**src/rtl/wsrm_pkg.sv**
```systemverilog
// ----------------------------------------------------------------------------
// wsrm_pkg: shared types and constants of the wildcard star matcher
// Request codes, special pattern bytes and the link between matcher cells.
// ----------------------------------------------------------------------------
package wsrm_pkg;

  localparam logic [1:0] CMD_CLEAR  = 2'd0;
  localparam logic [1:0] CMD_APPEND = 2'd1;
  localparam logic [1:0] CMD_TEXT   = 2'd2;
  localparam logic [1:0] CMD_END    = 2'd3;

  localparam logic [7:0] CHR_ANY  = 8'h2E;
  localparam logic [7:0] CHR_STAR = 8'h2A;

  // What a cell shows its right-hand neighbor.
  typedef struct packed {
    logic       go;    // update wave reaches the next cell
    logic       flag;  // new prefix-match flag of this cell
    logic       old;   // flag of this cell before the update
    logic       lnew;  // new flag of the cell to the left
    logic       elem;  // this position holds a real pattern element
    logic [7:0] pat;   // pattern byte held here
  } link_t;

  function automatic logic byte_fits(input logic [7:0] text, input logic [7:0] pat);
    return (pat == CHR_ANY) || (text == pat);
  endfunction

endpackage

```
**src/rtl/wsrm_cell.sv**
```systemverilog
// ----------------------------------------------------------------------------
// wsrm_cell: one pattern position of the matcher chain
// Holds a pattern byte and its prefix-match flag, updates the flag when the
// wave arrives from the left and hands the wave on to the right.
// ----------------------------------------------------------------------------
module wsrm_cell
  import wsrm_pkg::*;
#(
  parameter int IDX = 1,
  parameter int LW  = 7
) (
  input  logic          clk,
  input  logic          rst_n,
  input  logic [LW-1:0] len,
  input  logic          wr_en,
  input  logic [7:0]    wr_byte,
  input  logic          first_row,
  input  logic [7:0]    text_byte,
  input  link_t         left,
  output link_t         right
);

  logic [7:0] pat_r;
  logic       flag_r;
  logic       flag_nxt;
  logic       old_r;
  logic       lnew_r;
  logic       go_r;
  logic       is_star;

  assign is_star = (pat_r == CHR_STAR);

  always_comb begin
    if (is_star) begin
      // zero copies, or one more copy of the element to the left
      flag_nxt = left.elem &&
                 (left.lnew || (!first_row && flag_r && byte_fits(text_byte, left.pat)));
    end else begin
      flag_nxt = !first_row && left.old && byte_fits(text_byte, pat_r);
    end
  end

  always_ff @(posedge clk) begin
    if (!rst_n) begin
      go_r   <= 1'b0;
      flag_r <= 1'b0;
    end else begin
      go_r <= left.go;
      if (left.go) begin
        flag_r <= flag_nxt;
      end
    end
  end

  always_ff @(posedge clk) begin
    if (left.go) begin
      old_r  <= flag_r;
      lnew_r <= left.flag;
    end
    if (wr_en && (len == LW'(IDX - 1))) begin
      pat_r <= wr_byte;
    end
  end

  assign right = '{go: go_r, flag: flag_r, old: old_r, lnew: lnew_r,
                   elem: 1'b1, pat: pat_r};

endmodule

```
**src/rtl/wildcard_star_regex_matcher.sv**
```systemverilog
// ----------------------------------------------------------------------------
// wildcard_star_regex_matcher: whole-text matcher for patterns with '.' and '*'
// A chain of cells, one per pattern position, keeps a column of prefix flags.
// ----------------------------------------------------------------------------
// Usage:
//   Input channel (in_valid/in_ready) carries one request: in_cmd selects
//   clear pattern, append pattern byte (in_data_byte), text byte
//   (in_data_byte) or end of text. Only end of text yields a result on the
//   output channel (out_valid/out_ready): out_matched and out_overflow.
//   Every request starts an update wave that walks the cell chain one cell
//   per cycle, and the block takes no new request until the wave is done;
//   the chain length sets how long that takes. An end-of-text result is registered
//   at the accepting edge and shows on out_valid in the next cycle.
//   A pending result does not block the next request, but a second
//   end-of-text waits until the first result is taken.
//   Appends past MAX_PATTERN bytes are dropped and set a sticky overflow
//   flag, cleared by the next clear request; while it is set, matched is 0.
//   Reset (rst_n low, synchronous) empties the pattern, clears overflow and
//   arms the block for a new text; no clearing pass is needed.
// ----------------------------------------------------------------------------
module wildcard_star_regex_matcher
  import wsrm_pkg::*;
#(
  parameter int MAX_PATTERN = 64
) (
  input  logic       clk,
  input  logic       rst_n,
  input  logic       in_valid,
  output logic       in_ready,
  input  logic [1:0] in_cmd,
  input  logic [7:0] in_data_byte,
  output logic       out_valid,
  input  logic       out_ready,
  output logic       out_matched,
  output logic       out_overflow
);

  localparam int LW = $clog2(MAX_PATTERN + 1);
  localparam int IW = $clog2(MAX_PATTERN);

  logic [LW-1:0] len_r;
  logic [LW-1:0] cnt_r;
  logic          ovf_r;
  logic          z_r;
  logic          zold_r;
  logic          first_r;
  logic [7:0]    byte_r;
  logic          start_r;
  logic          out_valid_r;
  logic          out_matched_r;
  logic          out_overflow_r;

  logic                   in_acc;
  logic                   full;
  logic                   wr_en;
  logic                   rd_flag;
  logic [IW-1:0]          rd_idx;
  logic [MAX_PATTERN-1:0] col;
  link_t                  links [0:MAX_PATTERN];

  assign full     = (len_r == LW'(MAX_PATTERN));
  // only an end-of-text request needs the result register free
  assign in_ready = (cnt_r == '0) &&
                    (!out_valid_r || out_ready || (in_cmd != CMD_END));
  assign in_acc   = in_valid && in_ready;
  assign wr_en    = in_acc && (in_cmd == CMD_APPEND) && !full;

  // position zero: the empty pattern prefix
  assign links[0] = '{go: start_r, flag: first_r, old: zold_r, lnew: 1'b0,
                      elem: 1'b0, pat: 8'h00};

  for (genvar k = 1; k <= MAX_PATTERN; k++) begin : g_cell
    wsrm_cell #(.IDX(k), .LW(LW)) u_cell (
      .clk       (clk),
      .rst_n     (rst_n),
      .len       (len_r),
      .wr_en     (wr_en),
      .wr_byte   (in_data_byte),
      .first_row (first_r),
      .text_byte (byte_r),
      .left      (links[k-1]),
      .right     (links[k])
    );
    assign col[k-1] = links[k].flag;
  end

  assign rd_idx  = IW'(len_r - LW'(1));
  assign rd_flag = (len_r == '0) ? z_r : col[rd_idx];

  always_ff @(posedge clk) begin
    if (!rst_n) begin
      len_r          <= '0;
      cnt_r          <= '0;
      ovf_r          <= 1'b0;
      z_r            <= 1'b1;
      zold_r         <= 1'b1;
      first_r        <= 1'b1;
      start_r        <= 1'b0;
      out_valid_r    <= 1'b0;
    end else begin
      start_r <= in_acc;
      if (in_acc) begin
        cnt_r <= LW'(MAX_PATTERN);
      end else if (cnt_r != '0) begin
        cnt_r <= cnt_r - LW'(1);
      end

      if (in_acc && (in_cmd == CMD_END)) begin
        out_valid_r <= 1'b1;
      end else if (out_ready) begin
        out_valid_r <= 1'b0;
      end

      if (in_acc) begin
        case (in_cmd)
          CMD_CLEAR: begin
            len_r   <= '0;
            ovf_r   <= 1'b0;
            z_r     <= 1'b1;
            first_r <= 1'b1;
          end
          CMD_APPEND: begin
            if (full) begin
              ovf_r <= 1'b1;
            end else begin
              len_r <= len_r + LW'(1);
            end
            z_r     <= 1'b1;
            first_r <= 1'b1;
          end
          CMD_TEXT: begin
            zold_r  <= z_r;
            z_r     <= 1'b0;
            first_r <= 1'b0;
          end
          default: begin
            z_r         <= 1'b1;
            first_r     <= 1'b1;
          end
        endcase
      end
    end
  end

  // result and text byte registers
  always_ff @(posedge clk) begin
    if (in_acc && (in_cmd == CMD_END)) begin
      out_matched_r  <= rd_flag && !ovf_r;
      out_overflow_r <= ovf_r;
    end
    if (in_acc && (in_cmd == CMD_TEXT)) begin
      byte_r <= in_data_byte;
    end
  end

  assign out_valid    = out_valid_r;
  assign out_matched  = out_matched_r;
  assign out_overflow = out_overflow_r;

  a_result_from_end: assert property (@(posedge clk) disable iff (!rst_n)
    $rose(out_valid_r) |-> $past(in_acc && (in_cmd == CMD_END)))
    else $error("result appeared without an end-of-text request");

  a_no_match_on_overflow: assert property (@(posedge clk) disable iff (!rst_n)
    out_valid_r |-> !(out_matched_r && out_overflow_r))
    else $error("match reported with overflow set");

  a_wave_busy: assert property (@(posedge clk) disable iff (!rst_n)
    in_acc |=> (!in_ready && start_r))
    else $error("request accepted while update wave pending");

  a_overflow_when_full: assert property (@(posedge clk) disable iff (!rst_n)
    $rose(ovf_r) |-> full)
    else $error("overflow set with room in the pattern store");

endmodule
```
**config.mk**
```make
export PLATFORM = sky130hd
export DESIGN_NAME = wildcard_star_regex_matcher
export DESIGN_NICKNAME = d
export VERILOG_FILES = /design/src/rtl/wsrm_pkg.sv /design/src/rtl/wsrm_cell.sv /design/src/rtl/wildcard_star_regex_matcher.sv
export SDC_FILE = /design/constraint.sdc
export NUM_CORES = 1
export LEC_CHECK = 0
export BUFFER_PORTS_ARGS = -buffer_cell sky130_fd_sc_hd__buf_2
export CORE_ASPECT_RATIO = 1.1
export CORE_MARGIN = 4
export CORE_UTILIZATION = 30
export DETAILED_ROUTE_END_ITERATION = 8
export GPL_TIMING_DRIVEN = 1
export HOLD_SLACK_MARGIN = 0.05
export MAX_ROUTING_LAYER = met4
export PLACE_DENSITY = 0.49
export SETUP_SLACK_MARGIN = 0.5
export SYNTH_ARGS = -nofsm -noshare
export SYNTH_HDL_FRONTEND = slang
export SYNTH_SLANG_ARGS = --single-unit
```
**constraint.sdc**
```tcl
create_clock -name clk -period 4.7 [get_ports clk]
set_clock_uncertainty 0.2 [all_clocks]
set_input_delay 0.94 -clock clk [delete_from_list [all_inputs] [get_ports clk]]
set_output_delay 0.94 -clock clk [all_outputs]
set_load 0.02 [all_outputs]
```
# After elaboration in Yosys (flattened, before gate mapping)
# Cells that the tools add are included.
[classes]
n_mux = 76
n_reduce_logical = 469
addsub = 3
bitwise = 1
eq_ne = 262
n_lt_le_gt_ge = 1
[op_table]
columns = ["op", "n"]
rows = [
  ["$eq A8 B6 Y1 const B", 128],
  ["$eq A8 B8 Y1", 64],
  ["$logic_and A1 B1 Y1", 325],
  ["$eq A7 B6 Y1 const B", 32],
  ["$logic_or A1 B1 Y1", 129],
  ["$eq A7 B5 Y1 const B", 16],
  ["$mux W1", 70],
  ["$eq A7 B4 Y1 const B", 8],
  ["$eq A7 B3 Y1 const B", 4],
  ["$mux W7", 3],
  ["$eq A7 B2 Y1 const B", 2],
  ["$logic_not A7 Y1", 2],
  ["$pmux W7 S2", 1],
  ["$add A7 B1 Y7 const B", 1],
  ["$eq A7 B1 Y1 const B", 1],
  ["$eq A7 B7 Y1 const B", 1],
  ["$lt A6 B7 Y1 const B", 1],
  ["$reduce_bool A7 Y1", 1],
  ["$sub A7 B1 Y7 const B", 1],
  ["$bmux W1 S6", 1],
  ["$ne A2 B2 Y1 const B", 3],
  ["$reduce_and A3 Y1", 2],
  ["$reduce_bool A2 Y1", 3],
  ["$sub A6 B1 Y6 const B", 1],
  ["8 further kinds", 12],
]
[totals]
inputBits = 14
elab_cells = 1140
ff_bits = 794
output_inout_bits = 4

# Longest topological paths before layout
[logic_depth]
word_depth = 8
mapped_depth = 12
mapped_depth_nobuf = 8

# By module
# A second synthesis with hierarchy kept.
[hier_totals]
hier_cells = 4018
hier_area_um2 = 49525.0
[by_module_without_submodules]
columns = ["mod", "area_per_inst_um2", "seq_area_each_um2", "cells_each", "instances"]
rows = [
  ["wsrm_cell at g_cell[10].u_cell ...", 745.7, 340.3, 60, 24],
  ["wsrm_cell at g_cell[12].u_cell ...", 743.2, 340.3, 60, 18],
  ["wsrm_cell at g_cell[22].u_cell ...", 748.2, 340.3, 60, 8],
  ["wsrm_cell at g_cell[2].u_cell ...", 744.5, 340.3, 60, 4],
  ["wsrm_cell at g_cell[13].u_cell ...", 742.0, 340.3, 60, 4],
  ["wsrm_cell at g_cell[16].u_cell ...", 740.7, 340.3, 60, 4],
  ["wildcard_star_regex_matcher", 1891.8, 680.7, 178, 1],
  ["wsrm_cell at g_cell[17].u_cell ...", 732.0, 340.3, 60, 2],
]

# Worst setup path after synthesis
# OpenSTA, ideal clock, no wires.
[synth_timing]
path_type = "register to register"
from = "register len_r[0]"
to = "register out_matched_r (netlist: out_matched) (data pin)"
period_less_slack_ns = 3.173
arrival_time_ns = 2.712
required_ns = 4.239
stages_incl_launch_ff = 11
path_slack_ns = 1.527
setup_time_ns = 0.261
n_path_buf = 4
cell_sequence = "dfxtp_1 > buf_2 > buf_2 > inv_1 > ha_1 > buf_2 > clkbuf_1 > mux4_2 > a2111oi_0 > nor3_1 > a311o_1"
[synth_via]
elab_chain_len = 5
word_cells_on_any_way = 6
cone_classes = "add/sub (1); mux (3); reduce/logical (2)"
[synth_lines]
columns = ["item", "line_no", "text"]
rows = [
  ["start, declared", "wildcard_star_regex_matcher.sv:41", "logic [LW-1:0] len_r;"],
  ["start signal, assigned", "wildcard_star_regex_matcher.sv:126", "len_r <= len_r + LW'(1);"],
  ["$sub A6 B1 Y6", "wildcard_star_regex_matcher.sv:87", "assign rd_idx = IW'(len_r - LW'(1));"],
  ["$bmux W1 S6", "wildcard_star_regex_matcher.sv:88", "assign rd_flag = (len_r == '0) ? z_r : col[rd_idx];"],
  ["$mux W1 (not written as such)", "wildcard_star_regex_matcher.sv:88", ""],
  ["$mux W1 (*)", "wildcard_star_regex_matcher.sv:88", ""],
  ["$logic_and A1 B1 Y1 (*)", "wildcard_star_regex_matcher.sv:148", "out_matched_r <= rd_flag && !ovf_r;"],
  ["end signal, assigned", "wildcard_star_regex_matcher.sv:148", ""],
  ["end, declared", "wildcard_star_regex_matcher.sv:50", "logic out_matched_r;"],
]
# Mark *: on every way between the ends. The rest lies on a longest branch, timed or not. The select of a mux whose other input is x is not followed.
# A chain may end at the register's enable or synchronous reset.

# Final worst setup path
[layout_timing]
from = "register cnt_r[0]"
to = "register g_cell[32].u_cell.pat_r[4] (enable)"
[layout_via]
elab_chain_len = 6
[layout_lines]
columns = ["item", "line_no", "text"]
rows = [
  ["start, declared", "wildcard_star_regex_matcher.sv:42", "logic [LW-1:0] cnt_r;"],
  ["start signal, assigned", "wildcard_star_regex_matcher.sv:103", "cnt_r <= LW'(MAX_PATTERN);"],
  ["start signal, assigned", "wildcard_star_regex_matcher.sv:105", "cnt_r <= cnt_r - LW'(1);"],
  ["$logic_not A7 Y1", "wildcard_star_regex_matcher.sv:63", "assign in_ready = (cnt_r == '0) &&"],
  ["$logic_and A1 B1 Y1", "wildcard_star_regex_matcher.sv:63", ""],
  ["$logic_and A1 B1 Y1", "wildcard_star_regex_matcher.sv:65", "assign in_acc = in_valid && in_ready;"],
  ["$logic_and A1 B1 Y1 (2 in a row)", "wildcard_star_regex_matcher.sv:66", "assign wr_en = in_acc && (in_cmd == CMD_APPEND) && !full;"],
  ["$logic_and A1 B1 Y1", "wsrm_cell.sv:60", "if (wr_en && (len == LW'(IDX - 1))) begin"],
  ["end signal, assigned", "wsrm_cell.sv:61", "pat_r <= wr_byte;"],
  ["end, declared", "wsrm_cell.sv:23", "logic [7:0] pat_r;"],
]
# Every way passes these cells.

==> impl_metrics.prom <==
# TYPE chip_impl_metric gauge
chip_impl_metric{name="synth_top_cell_area_share",unit="%"} 55.5
chip_impl_metric{name="seqCellArea",unit="mm²"} 0.0224
chip_impl_metric{name="post_route_clock_period_utilization",unit="%"} 81.9
chip_impl_metric{name="die-height",unit="µm"} 367
chip_impl_metric{name="post_synth_instance_area",unit="mm²"} 0.0351
chip_impl_metric{name="fin_tns_setup",unit="ns"} 0
chip_impl_metric{name="route.vias.total",unit=""} 21815
chip_impl_metric{name="portbufs",unit=""} 17
chip_impl_metric{name="number_of_buffers_added_to_fix_hold_violations_after_cts",unit=""} 0
chip_impl_metric{name="via_count_of_the_first_global_routing_pass",unit=""} 22515
chip_impl_metric{name="irDropWorstVdd",unit="µV"} 311
chip_impl_metric{name="global_route_wire_length_before_repair",unit="µm"} 147000
chip_impl_metric{name="ys_seq_elements",unit=""} 794
chip_impl_metric{name="timing.final.hold_violations",unit=""} 0
chip_impl_metric{name="crit_arrival",unit="ns"} 3.90
chip_impl_metric{name="asyncSetResetFlopFracSynth",unit="%"} 0
chip_impl_metric{name="synthesis.area_per_instance",unit="µm²"} 13.1
chip_impl_metric{name="cts_resized",unit=""} 0
chip_impl_metric{name="numCtsBuffers",unit=""} 86
chip_impl_info{name="crit_type",value="register to register"} 1
chip_impl_metric{name="detail_route.iter0.violations",unit=""} 1618
chip_impl_info{name="mostFrequentLayoutCell",value="edfxtp_1"} 1
chip_impl_metric{name="power_per_cell_area",unit="mW/mm²"} 385
chip_impl_metric{name="cts_sinks",unit=""} 794
chip_impl_metric{name="post_route_cells_drive_above_1_share",unit="%"} 11.2
chip_impl_info{name="crit_path_frequent_cell",value="nor3_4"} 1
chip_impl_metric{name="detail_route.wirelength",unit="µm"} 100000
chip_impl_metric{name="postSynthCellCount",unit=""} 2681
chip_impl_info{name="hold_path_class",value="register to register"} 1
chip_impl_metric{name="grt.total_usage",unit="%"} 16.6
chip_impl_metric{name="post_cts.repair.setup_buffers",unit=""} 0
chip_impl_metric{name="synthToLayoutAreaGrowth",unit="%"} 14.8
chip_impl_metric{name="routedWlPerCell",unit="µm"} 22.9
chip_impl_metric{name="layout.filler_cells",unit=""} 11175
chip_impl_info{name="cells_along_the_critical_path",value="inv_1 > ha_1 > or3b_4 > nor3_4 > nand3_1 > nor3_4 > nand3b_2 > nor2_1"} 1
chip_impl_metric{name="timing.max_cap.violations",unit=""} 0
chip_impl_metric{name="syn-num-nets",unit=""} 2701
chip_impl_metric{name="ys_types",unit=""} 70
chip_impl_metric{name="grt_max_degree",unit=""} 58
chip_impl_metric{name="slew_viol_final",unit=""} 0
chip_impl_info{name="cts_tree",value="done"} 1
chip_impl_metric{name="relSlewSlack",unit="%"} 25.1
chip_impl_info{name="ys.flop_type",value="edfxtp_1"} 1
chip_impl_info{name="critPathCaptureType",value="register"} 1
chip_impl_metric{name="clk_latency",unit="ns"} 0.65
chip_impl_metric{name="start_util",unit="%"} 30.2
chip_impl_metric{name="multiInputGateArea",unit="mm²"} 0.0120
chip_impl_metric{name="detailedPlacementHpwl",unit="µm"} 60600
chip_impl_metric{name="route.detailed.drc",unit=""} 0
chip_impl_metric{name="worstPathRequired",unit="ns"} 4.76
chip_impl_info{name="critical-path-slowest-cell",value="nor2_1"} 1
chip_impl_info{name="rsz0062_at_grt",value="no"} 1
chip_impl_metric{name="ctsHtreeMaxLevel",unit=""} 3
chip_impl_metric{name="synth-warning-count",unit=""} 0
chip_impl_metric{name="vias_per_cell",unit=""} 4.99
chip_impl_info{name="run_status",value="finished clean"} 1
chip_impl_metric{name="finalSetupViolCount",unit=""} 0
chip_impl_metric{name="synth_edf_count",unit=""} 648
chip_impl_metric{name="dieWidth",unit="µm"} 334
chip_impl_info{name="layout.cells.most_common_list",value="edfxtp_1 (648), xor2_1 (332), xnor2_1 (189), nor2_1 (151), dfxtp_1 (145)"} 1
chip_impl_metric{name="timing_worst_slew_pin_value",unit="ns"} 1.11
chip_impl_metric{name="num_io_pins",unit=""} 18
chip_impl_metric{name="floorplan.core_area",unit="mm²"} 0.116
chip_impl_metric{name="period_minus_slack",unit="ns"} 3.85
chip_impl_metric{name="core.rowCount",unit=""} 131
chip_impl_metric{name="cts-root-to-sink-buffers",unit=""} 3
chip_impl_metric{name="grt-ovfl-total",unit=""} 0
chip_impl_metric{name="p_leak",unit="nW"} 12.6
chip_impl_metric{name="clock_transition_at_path_regs",unit="ns"} 0.06
chip_impl_info{name="synth.top_cells.by_area",value="edfxtp_1 (55%), dfxtp_1 (8.3%), xor2_1 (8.3%)"} 1
chip_impl_metric{name="seq_area_frac_synth",unit="%"} 63.8
chip_impl_metric{name="max_clock_freq",unit="MHz"} 260
chip_impl_metric{name="layout.nets",unit=""} 2784
chip_impl_metric{name="final_core_util",unit="%"} 34.7
chip_impl_metric{name="design.die.area",unit="mm²"} 0.122
chip_impl_info{name="clockRootBuffer",value="clkbuf_16"} 1
chip_impl_info{name="synth_area_leader_cell",value="edfxtp_1"} 1
chip_impl_metric{name="globalplace.congestion",unit=""} 0.797
chip_impl_metric{name="cpPeakStageDelay",unit="ns"} 0.75
chip_impl_metric{name="antenna_found_initial",unit=""} 8
chip_impl_info{name="start_kind",value="register"} 1
chip_impl_metric{name="ant_nets",unit=""} 0
chip_impl_metric{name="critical_path_peak_fanout",unit=""} 16
chip_impl_metric{name="first_pass_iters",unit=""} 5
kinds of logic after synthesis:
| logic type | count (synthesis) | share of synthesized area, % |
|---|---|---|
| simple gates | 820 | 13.0 |
| fa+ha+maj | 6 | 0.214 |
| compound gates | 347 | 6.52 |
| mux | 24 | 1.31 |
| flops | 794 | 63.8 |
| buf+inv | 168 | 2.07 |
| xor+xnor | 522 | 13.1 |
metal layers:
layer  global-route usage, %  vias to the layer above  share of wire, %
met5                       -                        -                 0
met4                    6.60                        0               3.4
met3                    3.00                      179               5.3
met2                    27.3                      586                48
met1                    20.3                    11020                43
li1                        -                    10030                 -
metrics by stage:
step	hold WS (ns)	cell area [µm²]	instances	worst slack (ns)	power, mW
CTS	0.257	40200	4366	0.879	15.7
finish	0.250	40300	4373	0.852	15.5
detailed placement	0.249	37300	4205	0.901	8.82
global placement	0.224	37300	4205	0.970	8.80
global route	0.291	40300	4371	0.680	16.1
floorplan	0.206	35100	2681	1.53	8.39
where the power goes:
part / internal [mW] / switching, mW / leakage, nW
logic: 0.309 / 0.681 / 4.21
registers: 7.62 / 0.0465 / 7.03
clock network: 4.06 / 2.77 / 1.40
total: 12.0 / 3.50 / 12.6
area by class of cell:
| cell class | instances | area share [%] |
|---|---|---|
| antenna | 7 | 0.0435 |
| clock buffer | 122 | 6.24 |
| clock inverter | 39 | 0.966 |
| inverter | 64 | 0.603 |
| multi-input combinational | 1719 | 29.7 |
| sequential | 794 | 55.6 |
| tap | 1529 | 4.75 |
| timing repair buffer | 99 | 2.08 |
worst max-delay path: cells and delay by family, from the launching register on:
kind	cells	cell delay, ns
buf+inv	1	0.08
flops	1	0.31
simple gates	6	2.66
fa+ha+maj	1	0.18
synth_stat cells, types with 58 or more instances:
master	count
edfxtp_1	648
xor2_1	332
xnor2_1	189
nor2_1	151
dfxtp_1	146
a21oi_1	143
nand2_1	139
nor4_1	105
nand4_1	86
nand2b_1	67
inv_1	62
buf_2	61
and2_1	58
sequential cells by signal (all words and copies together) (netlist names), 7 cells and up:
register	count
g_cell.u_cell.go_r	63
g_cell.u_cell.lnew_r	63
len_r	7
cnt_r	7
g_cell.u_cell.flag_r	64
byte_r	8
g_cell.u_cell.pat_r	512
g_cell.u_cell.old_r	63
worst paths after layout:
path | from | end | slack (ns) | cells after the start
worst max register to register | cnt_r[0] | g_cell[32].u_cell.pat_r[4] | 0.85 | 8
worst min register to register | g_cell[63].u_cell.go_r | g_cell[64].u_cell.flag_r | 0.25 | 1
worst max-delay path | cnt_r[0] | g_cell[32].u_cell.pat_r[4] | 0.85 | 8
worst min-delay path | g_cell[63].u_cell.go_r | g_cell[64].u_cell.flag_r | 0.25 | 1
Note: power is estimated with default switching activity, not from simulation.
